`config.mk`:
```
export PLATFORM = sky130hd
export DESIGN_NAME = gcd_three_method_unit
export DESIGN_NICKNAME = d
export VERILOG_FILES = /design/src/rtl/gtm_pkg.sv /design/src/rtl/gtm_div.sv /design/src/rtl/gtm_datapath.sv /design/src/rtl/gtm_ctrl.sv /design/src/rtl/gcd_three_method_unit.sv
export SDC_FILE = /design/constraint.sdc
export NUM_CORES = 2
export LEC_CHECK = 0
export ABC_CLOCK_PERIOD_IN_PS = 6200
export BUFFER_PORTS_ARGS = -buffer_cell sky130_fd_sc_hd__buf_2
export CAP_MARGIN = 20
export CORE_MARGIN = 4
export CORE_UTILIZATION = 55
export DETAILED_ROUTE_END_ITERATION = 10
export GPL_TIMING_DRIVEN = 0
export HOLD_SLACK_MARGIN = 0.03
export MAX_ROUTING_LAYER = met4
export PLACE_DENSITY = 0.82
export SLEW_MARGIN = 10
export SYNTH_ARGS = -nofsm -noshare
export SYNTH_HDL_FRONTEND = slang
export SYNTH_SLANG_ARGS = --single-unit
```
`constraint.sdc`:
```
create_clock -name clk -period 6.2 [get_ports clk]
set_input_delay 0.62 -clock clk [delete_from_list [all_inputs] [get_ports clk]]
set_output_delay 0.62 -clock clk [all_outputs]
set_load 0.01 [all_outputs]
```
`src/rtl/gtm_pkg.sv`:
```
// ----------------------------------------------------------------------------
// gtm_pkg
// Shared widths, method codes, controller/datapath bundles and the
// saturating count add for the three-method gcd unit.
// ----------------------------------------------------------------------------
`default_nettype none

package gtm_pkg;

  // operand width inside the datapath, port field widths are fixed
  localparam int WIDTH    = 32;
  localparam int FIELD_W  = 32;
  localparam int CNT_W    = 32;
  localparam int SUM_W    = ((WIDTH > CNT_W) ? WIDTH : CNT_W) + 1;
  localparam int METHOD_W = 2;

  // radix-4 divider: two quotient bits per cycle
  localparam int DIV_STEPS = (WIDTH + 1) / 2;
  localparam int DVD_W     = 2 * DIV_STEPS;
  localparam int STEP_W    = (DIV_STEPS > 1) ? $clog2(DIV_STEPS) : 1;

  localparam logic [CNT_W-1:0] CNT_MAX = '1;

  typedef enum logic [METHOD_W-1:0] {
    M_REM    = 2'd0,
    M_CONSEC = 2'd1,
    M_SUB    = 2'd2,
    M_SPARE  = 2'd3
  } method_t;

  // commands from controller to datapath
  typedef struct packed {
    logic    load;
    logic    div_euc;
    logic    div_scan;
    logic    euc_step;
    logic    scan_init;
    logic    scan_step;
    logic    fin;
    method_t method;
  } dp_cmd_t;

  // status from datapath to controller
  typedef struct packed {
    logic y_zero;
    logic div_done;
    logic scan_stop;
    logic in_zero;
  } dp_stat_t;

  // add and clamp at the count maximum
  function automatic logic [CNT_W-1:0] sat_add(input logic [CNT_W-1:0] a,
                                               input logic [SUM_W-1:0] b);
    logic [SUM_W:0] s;
    s = (SUM_W+1)'(a) + (SUM_W+1)'(b);
    return (s > (SUM_W+1)'(CNT_MAX)) ? CNT_MAX : s[CNT_W-1:0];
  endfunction

endpackage

`default_nettype wire

```
`src/rtl/gtm_div.sv`:
```
// ----------------------------------------------------------------------------
// gtm_div
// Iterative radix-4 restoring divider, DIV_STEPS steps for quotient and
// remainder; done pulses for one cycle when they are ready.
// ----------------------------------------------------------------------------
`default_nettype none

module gtm_div
  import gtm_pkg::*;
(
  input  wire logic             clk,
  input  wire logic             rst,
  input  wire logic             start,
  input  wire logic [WIDTH-1:0] dividend,
  input  wire logic [WIDTH-1:0] divisor,
  output logic                  done,
  output logic [WIDTH-1:0]      quotient,
  output logic [WIDTH-1:0]      remainder
);

  logic              busy;
  logic [STEP_W-1:0] step;
  logic [WIDTH-1:0]  rem;
  logic [DVD_W-1:0]  dvd;
  logic [WIDTH-1:0]  dsr;

  logic [WIDTH+1:0]  part;
  logic [WIDTH+1:0]  d1;
  logic [WIDTH+1:0]  d2;
  logic [WIDTH+1:0]  d3;
  logic [WIDTH+1:0]  part_next;
  logic [1:0]        qbits;

  // one radix-4 step: subtract the largest multiple that fits
  always_comb begin
    part = {rem, dvd[DVD_W-1 -: 2]};
    d1   = {2'b00, dsr};
    d2   = {1'b0, dsr, 1'b0};
    d3   = d1 + d2;
    if (part >= d3) begin
      part_next = part - d3;
      qbits     = 2'd3;
    end else if (part >= d2) begin
      part_next = part - d2;
      qbits     = 2'd2;
    end else if (part >= d1) begin
      part_next = part - d1;
      qbits     = 2'd1;
    end else begin
      part_next = part;
      qbits     = 2'd0;
    end
  end

  // control
  always_ff @(posedge clk) begin
    if (rst) begin
      busy <= 1'b0;
      done <= 1'b0;
      step <= '0;
    end else begin
      done <= 1'b0;
      if (start) begin
        busy <= 1'b1;
        step <= '0;
      end else if (busy) begin
        step <= step + 1'b1;
        if (step == STEP_W'(DIV_STEPS - 1)) begin
          busy <= 1'b0;
          done <= 1'b1;
        end
      end
    end
  end

  // operand and partial remainder registers
  always_ff @(posedge clk) begin
    if (start) begin
      rem <= '0;
      dvd <= DVD_W'(dividend);
      dsr <= divisor;
    end else if (busy) begin
      rem <= part_next[WIDTH-1:0];
      dvd <= {dvd[DVD_W-3:0], qbits};
    end
  end

  assign quotient  = dvd[WIDTH-1:0];
  assign remainder = rem;

  // a new division never starts on top of a running one
  assert property (@(posedge clk) disable iff (rst) start |-> !busy)
    else $error("divider restarted while busy");

endmodule

`default_nettype wire

```
`src/rtl/gtm_datapath.sv`:
```
// ----------------------------------------------------------------------------
// gtm_datapath
// Operand, Euclid pair, divisor scan and count registers around the shared
// divider, plus the output word registers.
// ----------------------------------------------------------------------------
`default_nettype none

module gtm_datapath
  import gtm_pkg::*;
(
  input  wire logic               clk,
  input  wire logic               rst,
  input  wire dp_cmd_t            cmd,
  input  wire logic [FIELD_W-1:0] first_value,
  input  wire logic [FIELD_W-1:0] second_value,
  output dp_stat_t                stat,
  output logic [FIELD_W-1:0]      divisor_result,
  output logic [FIELD_W-1:0]      step_count
);

  logic [WIDTH-1:0] a_op;
  logic [WIDTH-1:0] op_a_in;
  logic [WIDTH-1:0] op_b_in;
  logic [WIDTH-1:0] mn;
  logic [WIDTH-1:0] x;
  logic [WIDTH-1:0] y;
  logic [WIDTH-1:0] d;
  logic [CNT_W-1:0] cnt;
  logic             in_zero;
  logic             b_zero;

  logic             div_start;
  logic [WIDTH-1:0] div_dividend;
  logic [WIDTH-1:0] div_divisor;
  logic             div_done;
  logic [WIDTH-1:0] div_quo;
  logic [WIDTH-1:0] div_rem;

  logic [1:0]       inc;
  logic [WIDTH-1:0] res_next;
  logic [CNT_W-1:0] cnt_next;

  assign op_a_in = WIDTH'(first_value);
  assign op_b_in = WIDTH'(second_value);

  // shared divider, euclid pair or operand over scan divisor
  assign div_start    = cmd.div_euc | cmd.div_scan;
  assign div_dividend = cmd.div_scan ? a_op : x;
  assign div_divisor  = cmd.div_scan ? d : y;

  gtm_div u_div (
    .clk       (clk),
    .rst       (rst),
    .start     (div_start),
    .dividend  (div_dividend),
    .divisor   (div_divisor),
    .done      (div_done),
    .quotient  (div_quo),
    .remainder (div_rem)
  );

  // divisor pair hits inside (gcd, min]
  always_comb begin
    inc = 2'((d > x) && (d <= mn)) +
          2'((div_quo != d) && (div_quo > x) && (div_quo <= mn));
  end

  // final word per method
  always_comb begin
    res_next = x;
    cnt_next = cnt;
    case (cmd.method)
      M_CONSEC: begin
        if (in_zero) begin
          res_next = '0;
          cnt_next = '0;
        end else begin
          cnt_next = sat_add(cnt, SUM_W'(mn - x) + SUM_W'(2));
        end
      end
      M_SUB: begin
        if (!b_zero) begin
          cnt_next = sat_add(cnt, SUM_W'(1'b1));
        end
      end
      default: begin
        cnt_next = cnt;
      end
    endcase
  end

  // working registers
  always_ff @(posedge clk) begin
    if (cmd.load) begin
      a_op    <= op_a_in;
      x       <= op_a_in;
      y       <= op_b_in;
      mn      <= (op_a_in < op_b_in) ? op_a_in : op_b_in;
      cnt     <= '0;
      in_zero <= (op_a_in == '0) || (op_b_in == '0);
      b_zero  <= (op_b_in == '0);
    end
    if (cmd.euc_step) begin
      x <= y;
      y <= div_rem;
      if (cmd.method == M_SUB) begin
        cnt <= sat_add(cnt, SUM_W'(div_quo));
      end else begin
        cnt <= sat_add(cnt, SUM_W'(1'b1));
      end
    end
    if (cmd.scan_init) begin
      d   <= WIDTH'(1);
      cnt <= '0;
    end
    if (cmd.scan_step) begin
      if (div_rem == '0) begin
        cnt <= sat_add(cnt, SUM_W'(inc));
      end
      d <= d + 1'b1;
    end
    if (cmd.fin) begin
      divisor_result <= FIELD_W'(res_next);
      step_count     <= FIELD_W'(cnt_next);
    end
  end

  // status
  assign stat.y_zero    = (y == '0);
  assign stat.div_done  = div_done;
  assign stat.scan_stop = (d > div_quo);
  assign stat.in_zero   = in_zero;

  // the divider never sees a zero divisor
  assert property (@(posedge clk) disable iff (rst) cmd.div_euc |-> (y != '0))
    else $error("euclid division by zero");
  assert property (@(posedge clk) disable iff (rst) cmd.div_scan |-> (d != '0))
    else $error("scan division by zero");

endmodule

`default_nettype wire

```
`src/rtl/gtm_ctrl.sv`:
```
// ----------------------------------------------------------------------------
// gtm_ctrl
// Sequencer for the Euclid loop and the divisor scan, method register,
// input ready and output valid.
// ----------------------------------------------------------------------------
`default_nettype none

module gtm_ctrl
  import gtm_pkg::*;
(
  input  wire logic                clk,
  input  wire logic                rst,
  input  wire logic                cfg_wen,
  input  wire logic [METHOD_W-1:0] cfg_wdata,
  input  wire logic                in_valid,
  output logic                     in_ready,
  output logic                     out_valid,
  input  wire logic                out_ready,
  input  wire dp_stat_t            stat,
  output dp_cmd_t                  cmd
);

  typedef enum logic [5:0] {
    S_IDLE      = 6'b000001,
    S_EUC       = 6'b000010,
    S_EUC_WAIT  = 6'b000100,
    S_SCAN      = 6'b001000,
    S_SCAN_WAIT = 6'b010000,
    S_FIN       = 6'b100000
  } state_t;

  state_t  state;
  state_t  state_next;
  method_t method;
  logic    slot_free;

  // method register
  always_ff @(posedge clk) begin
    if (rst) begin
      method <= M_REM;
    end else if (cfg_wen) begin
      method <= method_t'(cfg_wdata);
    end
  end

  assign slot_free = !out_valid || out_ready;
  assign in_ready  = (state == S_IDLE);

  // next state and commands
  always_comb begin
    state_next = state;
    cmd        = '0;
    cmd.method = method;
    unique case (state)
      S_IDLE: begin
        if (in_valid) begin
          cmd.load   = 1'b1;
          state_next = S_EUC;
        end
      end
      S_EUC: begin
        if (stat.y_zero) begin
          if (method == M_CONSEC && !stat.in_zero) begin
            cmd.scan_init = 1'b1;
            state_next    = S_SCAN;
          end else begin
            state_next = S_FIN;
          end
        end else begin
          cmd.div_euc = 1'b1;
          state_next  = S_EUC_WAIT;
        end
      end
      S_EUC_WAIT: begin
        if (stat.div_done) begin
          cmd.euc_step = 1'b1;
          state_next   = S_EUC;
        end
      end
      S_SCAN: begin
        cmd.div_scan = 1'b1;
        state_next   = S_SCAN_WAIT;
      end
      S_SCAN_WAIT: begin
        if (stat.div_done) begin
          if (stat.scan_stop) begin
            state_next = S_FIN;
          end else begin
            cmd.scan_step = 1'b1;
            state_next    = S_SCAN;
          end
        end
      end
      S_FIN: begin
        if (slot_free) begin
          cmd.fin    = 1'b1;
          state_next = S_IDLE;
        end
      end
      default: begin
        state_next = S_IDLE;
      end
    endcase
  end

  // state and output word valid
  always_ff @(posedge clk) begin
    if (rst) begin
      state     <= S_IDLE;
      out_valid <= 1'b0;
    end else begin
      state <= state_next;
      if (cmd.fin) begin
        out_valid <= 1'b1;
      end else if (out_ready) begin
        out_valid <= 1'b0;
      end
    end
  end

  // a finished word never overwrites one still waiting
  assert property (@(posedge clk) disable iff (rst) cmd.fin |-> slot_free)
    else $error("output word overwritten");

endmodule

`default_nettype wire

```
`src/rtl/gcd_three_method_unit.sv`:
```
// ----------------------------------------------------------------------------
// gcd_three_method_unit
// Each divide of the Euclid loop or the divisor scan runs on the shared
//   divider; a word is valid once its Euclid divides are done, and method 1
//   with both operands nonzero adds the divisor scan before the word.
// Flow: one word in flight; the next word is accepted once the last one is
//   finished, while that result may still wait in the output register.
// Reset: synchronous rst clears the sequencer and output valid, method = 0.
// ----------------------------------------------------------------------------
`default_nettype none

module gcd_three_method_unit
  import gtm_pkg::*;
(
  input  wire logic                clk,
  input  wire logic                rst,
  input  wire logic                cfg_wen,
  input  wire logic [METHOD_W-1:0] cfg_wdata,
  input  wire logic                s_axis_tvalid,
  output logic                     s_axis_tready,
  input  wire logic [63:0]         s_axis_tdata,   // first_value, second_value
  output logic                     m_axis_tvalid,
  input  wire logic                m_axis_tready,
  output logic [63:0]              m_axis_tdata    // divisor_result, step_count
);

  dp_cmd_t            cmd;
  dp_stat_t           stat;
  logic [FIELD_W-1:0] divisor_result;
  logic [FIELD_W-1:0] step_count;

  // sequencer
  gtm_ctrl u_ctrl (
    .clk       (clk),
    .rst       (rst),
    .cfg_wen   (cfg_wen),
    .cfg_wdata (cfg_wdata),
    .in_valid  (s_axis_tvalid),
    .in_ready  (s_axis_tready),
    .out_valid (m_axis_tvalid),
    .out_ready (m_axis_tready),
    .stat      (stat),
    .cmd       (cmd)
  );

  // datapath
  gtm_datapath u_dp (
    .clk            (clk),
    .rst            (rst),
    .cmd            (cmd),
    .first_value    (s_axis_tdata[FIELD_W-1:0]),
    .second_value   (s_axis_tdata[2*FIELD_W-1:FIELD_W]),
    .stat           (stat),
    .divisor_result (divisor_result),
    .step_count     (step_count)
  );

  assign m_axis_tdata = {step_count, divisor_result};

endmodule

`default_nettype wire

```
After elaboration in Yosys (flattened, before gate mapping)
Index checks and enable logic that the tools add are counted.
{"block": "word_totals", "elab_cells": 141, "reg_bits": 369, "out_inout_bits": 66, "in_bits": 71}
{"block": "classes", "reduce_logical": 19, "addsub": 13, "muxes": 61, "bitwise_logic": 2, "magnitude_cmp": 13, "eq_ne": 14}
{"cell": "two-way mux 32 bit", "n": 28}
{"cell": "> comparator 34 x 32 -> 1 bit, second input constant", "n": 4}
{"cell": "logical NOT 32 bit", "n": 4}
{"cell": "> comparator 32 bit", "n": 3}
{"cell": "subtractor 32 bit", "n": 3}
{"cell": "adder 32 x 33 -> 34 bit", "n": 2}
{"cell": "less-or-equal comparator 32 bit", "n": 2}
{"cell": "one-hot mux 32 bit (2 select lines)", "n": 1}
{"cell": "two-way mux 6 bit", "n": 7}
{"cell": "one-hot mux 6 bit (6 select lines)", "n": 1}
{"cell": "greater-or-equal comparator 34 x 32 -> 1 bit", "n": 1}
{"cell": "greater-or-equal comparator 34 x 33 -> 1 bit", "n": 1}
{"cell": "greater-or-equal comparator 34 bit", "n": 1}
{"cell": "adder 32 x 1 -> 33 bit, second input constant", "n": 1}
{"cell": "adder 32 x 2 -> 33 bit", "n": 1}
{"cell": "adder 32 x 32 -> 33 bit", "n": 1}
{"cell": "adder 33 x 2 -> 33 bit, second input constant", "n": 1}
{"cell": "subtractor 32 x 32 -> 33 bit", "n": 1}
{"cell": "adder 32 x 1 -> 32 bit, second input constant", "n": 1}
{"cell": "less-than comparator 32 bit", "n": 1}
{"cell": "!= test 32 bit", "n": 1}
{"cell": "two-way mux 1 bit", "n": 22}
{"cell": "nonzero test 2 bit", "n": 4}
{"cell": "equality test 6 x 1 -> 1 bit, second input constant", "n": 1}
{"cell": "other kinds (21)", "n": 29}

Longest topological paths before layout
{"block": "depth", "depth_word": 9, "ltp_mapped": 27, "ltp_nobuf": 26}

Cells and area by module
From an unflattened synthesis, not the netlist that was laid out.
{"block": "hier_totals", "cells_unflattened": 4038, "hier_area_um2": 35502.8}
{"module": "gtm_datapath", "area_each_um2": 23677.7, "n_inst": 1, "cells_per_inst": 2640}
{"module": "gtm_div", "area_each_um2": 11190.7, "n_inst": 1, "cells_per_inst": 1333}
{"module": "gtm_ctrl", "area_each_um2": 634.4, "n_inst": 1, "cells_per_inst": 65}

Worst setup path before layout
No wires, ideal clock.
{"block": "synth_path", "kind": "register to register", "from": "reg u_dp.u_div.dsr[1]", "to": "reg u_dp.u_div.rem[15] (netlist: u_dp.u_div.remainder[15])", "t_arrival_ps": 5109, "path_stages_with_launch": 24, "n_path_buf": 1, "setup_time_ps": 58, "required_ps": 6142, "setup_slack_ps": 1032, "cell_sequence": "edfxtp_1 -> ha_1 -> fa_1 -> a21o_1 -> a21oi_1 -> o21ai_0 -> a41oi_1 -> o21ai_0 -> a31o_2 -> a2111o_1 -> a21oi_1 -> o21ai_0 -> xor2_1 -> ha_1 -> a21o_1 -> a21o_1 -> a21oi_1 -> nand3_1 -> a211oi_2 -> nor2_2 -> or2_1 -> clkbuf_1 -> a2111oi_0 -> a211o_1"}
{"block": "synth_between", "elab_chain_cells": 4, "word_cells_on_any_way": 10, "classes_between": "4 x add/sub; 3 x order compare; 3 x mux"}
{"element": "from (decl)", "line": "gtm_div.sv:25", "source": "logic [WIDTH-1:0] dsr;"}
{"element": "from (signal assigned)", "line": "gtm_div.sv:81", "source": "dsr <= divisor;"}
{"element": "branches (longest 3 deep; another with adder 32 x 33 -> 34 bit)"}
{"element": "two-way mux 32 bit (*)", "line": "gtm_div.sv:40", "source": "if (part >= d3) begin"}
{"element": "to (signal assigned)", "line": "gtm_div.sv:83", "source": "rem <= part_next[WIDTH-1:0];"}
{"element": "to (decl)", "line": "gtm_div.sv:23", "source": "logic [WIDTH-1:0] rem;"}
Every way passes the cells marked *.
A chain may end at the register's enable or synchronous reset.

Final worst setup path
{"block": "layout_path", "from": "reg u_dp.x[1]", "to": "reg u_dp.cnt[23]"}
{"block": "layout_between", "elab_chain_cells": 9, "word_cells_on_any_way": 11, "classes_between": "2 x add/sub; 3 x order compare; 3 x mux; 3 x reduce/logical"}
{"element": "from (decl)", "line": "gtm_datapath.sv:25", "source": "logic [WIDTH-1:0] x;"}
{"element": "from (signal assigned)", "line": "gtm_datapath.sv:96", "source": "x <= op_a_in;"}
{"element": "from (signal assigned)", "line": "gtm_datapath.sv:104", "source": "x <= y;"}
{"element": "> comparator 32 bit", "line": "gtm_datapath.sv:65", "source": "2'((div_quo != d) && (div_quo > x) && (div_quo <= mn));"}
{"element": "logical AND 1 bit (2 in series)", "line": "gtm_datapath.sv:65"}
{"element": "adder 1 x 1 -> 2 bit (*)", "line": "gtm_datapath.sv:64", "source": "inc = 2'((d > x) && (d <= mn)) +"}
{"element": "adder 32 x 2 -> 33 bit (*)", "line": "gtm_pkg.sv:55", "source": "s = (SUM_W+1)'(a) + (SUM_W+1)'(b);"}
{"element": "> comparator 34 x 32 -> 1 bit", "line": "gtm_pkg.sv:56", "source": "return (s > (SUM_W+1)'(CNT_MAX)) ? CNT_MAX : s[CNT_W-1:0];"}
{"element": "two-way mux 32 bit (*)", "line": "gtm_pkg.sv:56"}
{"element": "two-way mux 32 bit (*)", "line": "gtm_datapath.sv:117", "source": "if (div_rem == '0) begin"}
{"element": "two-way mux 32 bit (*)", "line": "gtm_datapath.sv:116", "source": "if (cmd.scan_step) begin"}
{"element": "to (signal assigned)", "line": "gtm_datapath.sv:107", "source": "cnt <= sat_add(cnt, SUM_W'(div_quo));"}
{"element": "to (signal assigned)", "line": "gtm_datapath.sv:109", "source": "cnt <= sat_add(cnt, SUM_W'(1'b1));"}
{"element": "to (signal assigned)", "line": "gtm_datapath.sv:118", "source": "cnt <= sat_add(cnt, SUM_W'(inc));"}
{"element": "to (decl)", "line": "gtm_datapath.sv:28", "source": "logic [CNT_W-1:0] cnt;"}
Mark *: on every way between the ends. The rest lies on a longest branch, timed or not.

==> impl_metrics.csv <==
group,metric,value,unit
worst_setup_path,rr_startpoint,"u_dp.x[1]",
detailed_routing,first_iter_violations,3364,
cts,cts_buffers,42,
finish,finalNonFillerCells,5364,
placement,placed_cells,5259,
run_status,status,"finished, final reports clean",
die,die_area,68580,um^2
yosys,yosys.area.top_type_share,24.56,%
cts,clkTransAtPathRegs,0.07,ns
global_routing,grt_pass1_vias,33810,
power,finalPower,15.25,mW
worst_setup_path,r2r-end,"u_dp.cnt[23]",
global_routing,grt_pass1_wl,201.0,mm
sta,tightest_slew,1.217,ns
sta,timing.fmax,0.1641,GHz
worst_setup_path,path_max_fanout,10,
die,floorplan.initialDensity,55.89,%
cts,htreeDepth,2,
detailed_routing,vias_per_cell,6.569,
detailed_routing,drc,0,
min_path,whs_path_depth,3,
finish,areaGrowthSynthToFinish,10.41,%
cts,insertion_delay,0.60,ns
min_path,hp-start,"cfg_wdata[1]",
yosys,synth-seq-cells,369,
worst_setup_path,regToRegSetupSlack,0.11,ns
yosys,synthTopCellsByArea,"edfxtp_1 (25%), ha_1 (16%), a21oi_1 (5.5%)",
power,power.density,389.7,nW/um^2
worst_setup_path,cp.arrival,6.55,ns
yosys,yosys_warnings,0,
global_routing,grt-ovfl-total,0,
cts,postCtsHoldBufs,0,
yosys,synth_edf_count,290,
yosys,syn_nets,4805,
power,leakagePower,16.61,nW
die,die_w,261.9,um
sta,slew_headroom,18.86,%
sta,final.setup_skew,0.01872,ns
sta,setup_violations,0,
worst_setup_path,worstSetupPathType,"register to register",
yosys,async_flop_share,0,%
yosys,synth_common_cells,"ha_1 (455), nand2_1 (399), a21oi_1 (388)",
worst_setup_path,start_kind,"register",
min_path,whs_endpoint,"u_ctrl.method[1]",
sta,hold_viol,0,
power,peakVddDrop,0.2595,mV
global_routing,grt_max_degree,54,
placement,portBuffers,136,
cts,tritoncts,"done",
min_path,hold_path_class,"input pin to register",
yosys,synthFlopType,"edfxtp_1",
yosys,synth.largest_area_cell,"edfxtp_1",
worst_setup_path,critPathCaptureType,"register",
die,io_pins,137,
detailed_routing,wl_per_cell,25.27,um
detailed_routing,dr_total_vias,35240,
detailed_routing,first_pass_iters,7,
worst_setup_path,reg2reg_depth,24,
global_routing,track_usage,39.70,%
yosys,ys_seq_area_share,29.03,%
global_routing,antenna_found_initial,20,
finish,fin_nets,4998,
cts,clock_sinks,369,
yosys,netlist-cell-type-count,90,
die,rows,92,
placement,place.gp.congestion,1.040,
cts,cts-root-buf,"clkbuf_16",
die,core,63430,um^2
placement,dp_hpwl,108.0,mm
sta,finalCriticalPeriod,6.094,ns
finish,drive_gt1_share,8.407,%
yosys,synth_area,35450,um^2
die,die-height,261.9,um
sta,maxSlewViolCount,0,
yosys,yosysMostFrequentCell,"ha_1",
worst_setup_path,cp_data_required_time,6.66,ns
sta,period_share,98.29,%
yosys,postSynthCellCount,4271,
sta,setup_tns,0,ns
flow_run,maxCapViolations,0,
cts,cts.path.max_buffers,3,
yosys,syn_area_per_cell,8.301,um^2
detailed_routing,finalWirelength,135.6,mm
detailed_routing,ant_nets,0,
per-stage QoR:
| step | setup WS [ns] | area, um^2 | hold slack [ns] | util [%] |
|---|---|---|---|---|
| global placement | -1.312 | 37190 | 0.4948 | 58.64 |
| floorplan | 1.032 | 35450 | 0.4487 | - |
| global route | -0.05512 | 39140 | 0.3021 | 61.71 |
| finish | 0.1062 | 39140 | 0.2805 | 61.71 |
| detailed placement | -1.200 | 37320 | 0.5065 | 58.84 |
| CTS | 0.03407 | 38880 | 0.2701 | 61.31 |
worst max path at each step:
stage / from / to / slack [ns] / cells past startpoint
2_1_floorplan: u_dp.u_div.dsr[1] / u_dp.u_div.remainder[15] / 1.03 / 23
3_3_place_gp: u_dp.u_div.quotient[31] / u_dp.cnt[23] / -1.31 / 20
3_5_place_dp: u_dp.u_div.quotient[31] / u_dp.cnt[23] / -1.20 / 20
4_1_cts: u_dp.u_div.dsr[0] / u_dp.u_div.remainder[13] / 0.03 / 23
5_1_grt: u_dp.x[1] / u_dp.step_count[27] / -0.06 / 26
6_report: u_dp.x[1] / u_dp.cnt[23] / 0.11 / 24
cell families after synthesis:
| family | share of synthesized area (%) |
|---|---|
| fa+ha+maj | 16.51 |
| flops | 29.03 |
| simple gates | 19.19 |
| buf+inv | 4.669 |
| mux | 1.669 |
| compound gates | 23.05 |
| xor+xnor | 5.880 |
timing repair:
action,4_1_cts,5_1_grt
gates resized for setup,46,37
cloned,0,0
buffers inserted,4,6
pin swaps,2,7
endpoints found under the setup margin,98,89
state kept, by name, summed over array words and instances (netlist names):
| signal | cells |
|---|---|
| u_dp.divisor_result | 32 |
| u_ctrl.out_valid | 1 |
| u_dp.d | 32 |
| u_dp.u_div.remainder | 32 |
| u_dp.mn | 32 |
| u_ctrl.method | 2 |
| u_dp.y | 32 |
| u_dp.u_div.done | 1 |
| u_dp.cnt | 32 |
| u_dp.u_div.dsr | 32 |
| u_dp.u_div.quotient | 32 |
| u_dp.b_zero | 1 |
| u_dp.x | 32 |
| u_dp.u_div.step | 4 |
| u_dp.a_op | 32 |
| u_dp.in_zero | 1 |
| u_dp.step_count | 32 |
| u_dp.u_div.busy | 1 |
| u_ctrl.state | 6 |
cells in the final DEF, fill, tap and decap left out, types with 34 or more instances in the layout:
| cell type | synthesis | routed |
|---|---|---|
| clkbuf_16 | 0 | 43 |
| ha_1 | 455 | 453 |
| o21ai_0 | 353 | 344 |
| nand2_1 | 399 | 397 |
| o211ai_1 | 41 | 41 |
| nand2b_1 | 44 | 44 |
| buf_2 | 11 | 150 |
| nor3_1 | 61 | 55 |
| a21o_1 | 140 | 140 |
| nor4_1 | 51 | 49 |
| a21oi_1 | 388 | 383 |
| edfxtp_1 | 290 | 290 |
| dfxtp_1 | 79 | 79 |
| a211oi_1 | 38 | 34 |
| mux2_2 | 41 | 41 |
| inv_1 | 244 | 239 |
| xor2_1 | 97 | 96 |
| xnor2_1 | 141 | 140 |
| o21a_1 | 55 | 55 |
| nand3_1 | 223 | 221 |
| nor2b_1 | 45 | 44 |
| clkbuf_1 | 162 | 155 |
| and3_1 | 67 | 66 |
| nand4_1 | 100 | 100 |
| o311ai_0 | 38 | 37 |
| nor2_1 | 325 | 323 |
layout make-up:
cell class                      instances  area (um^2)
Antenna cell                           22        55.05
Clock buffer                           48         1095
Clock inverter                         28        280.3
Inverter                              245        925.9
Sequential cell                       369        10290
Buffer                                182        749.5
Multi-Input combinational cell       3472        23820
Tap cell                              846         1059
Fill cell                            5626        24280
Timing Repair Buffer                  152        873.3
power by group:
group / internal, mW / switching (mW)
registers: 3.21 / 0.583
clock network: 1.42 / 1.15
logic: 3.35 / 5.54
total: 7.98 / 7.27
critical path, cell delays in order, from the launching register on:
cell and delay (ns):
edfxtp_1 0.50, inv_1 0.19, ha_1 0.27, nor2b_1 0.13, o21a_1 0.16, o21a_1 0.17
o21a_1 0.16, o21a_1 0.17, o2111ai_1 0.29, nand3_1 0.21, a221o_1 0.41, a221oi_2 0.46
nor3_2 0.17, fa_1 0.52, ha_1 0.25, nand3_1 0.22, nor4_2 0.10, nor2b_1 0.18
nand3_2 0.19, nor2_1 0.11, nand2_2 0.24, nor2_4 0.11, clkbuf_2 0.27, o21ai_0 0.31
nand3_1 0.12
per-layer routing:
layer / global-route usage (%) / routed length, um / vias up
met2: 65.24 / 63100 / 1906
li1: - / - / 16340
met5: - / 0 / -
met4: 30.55 / 13430 / 0
met3: 6.775 / 11290 / 596
met1: 42.88 / 47740 / 16400
No activity file was read; power rests on OpenSTA's default activity.
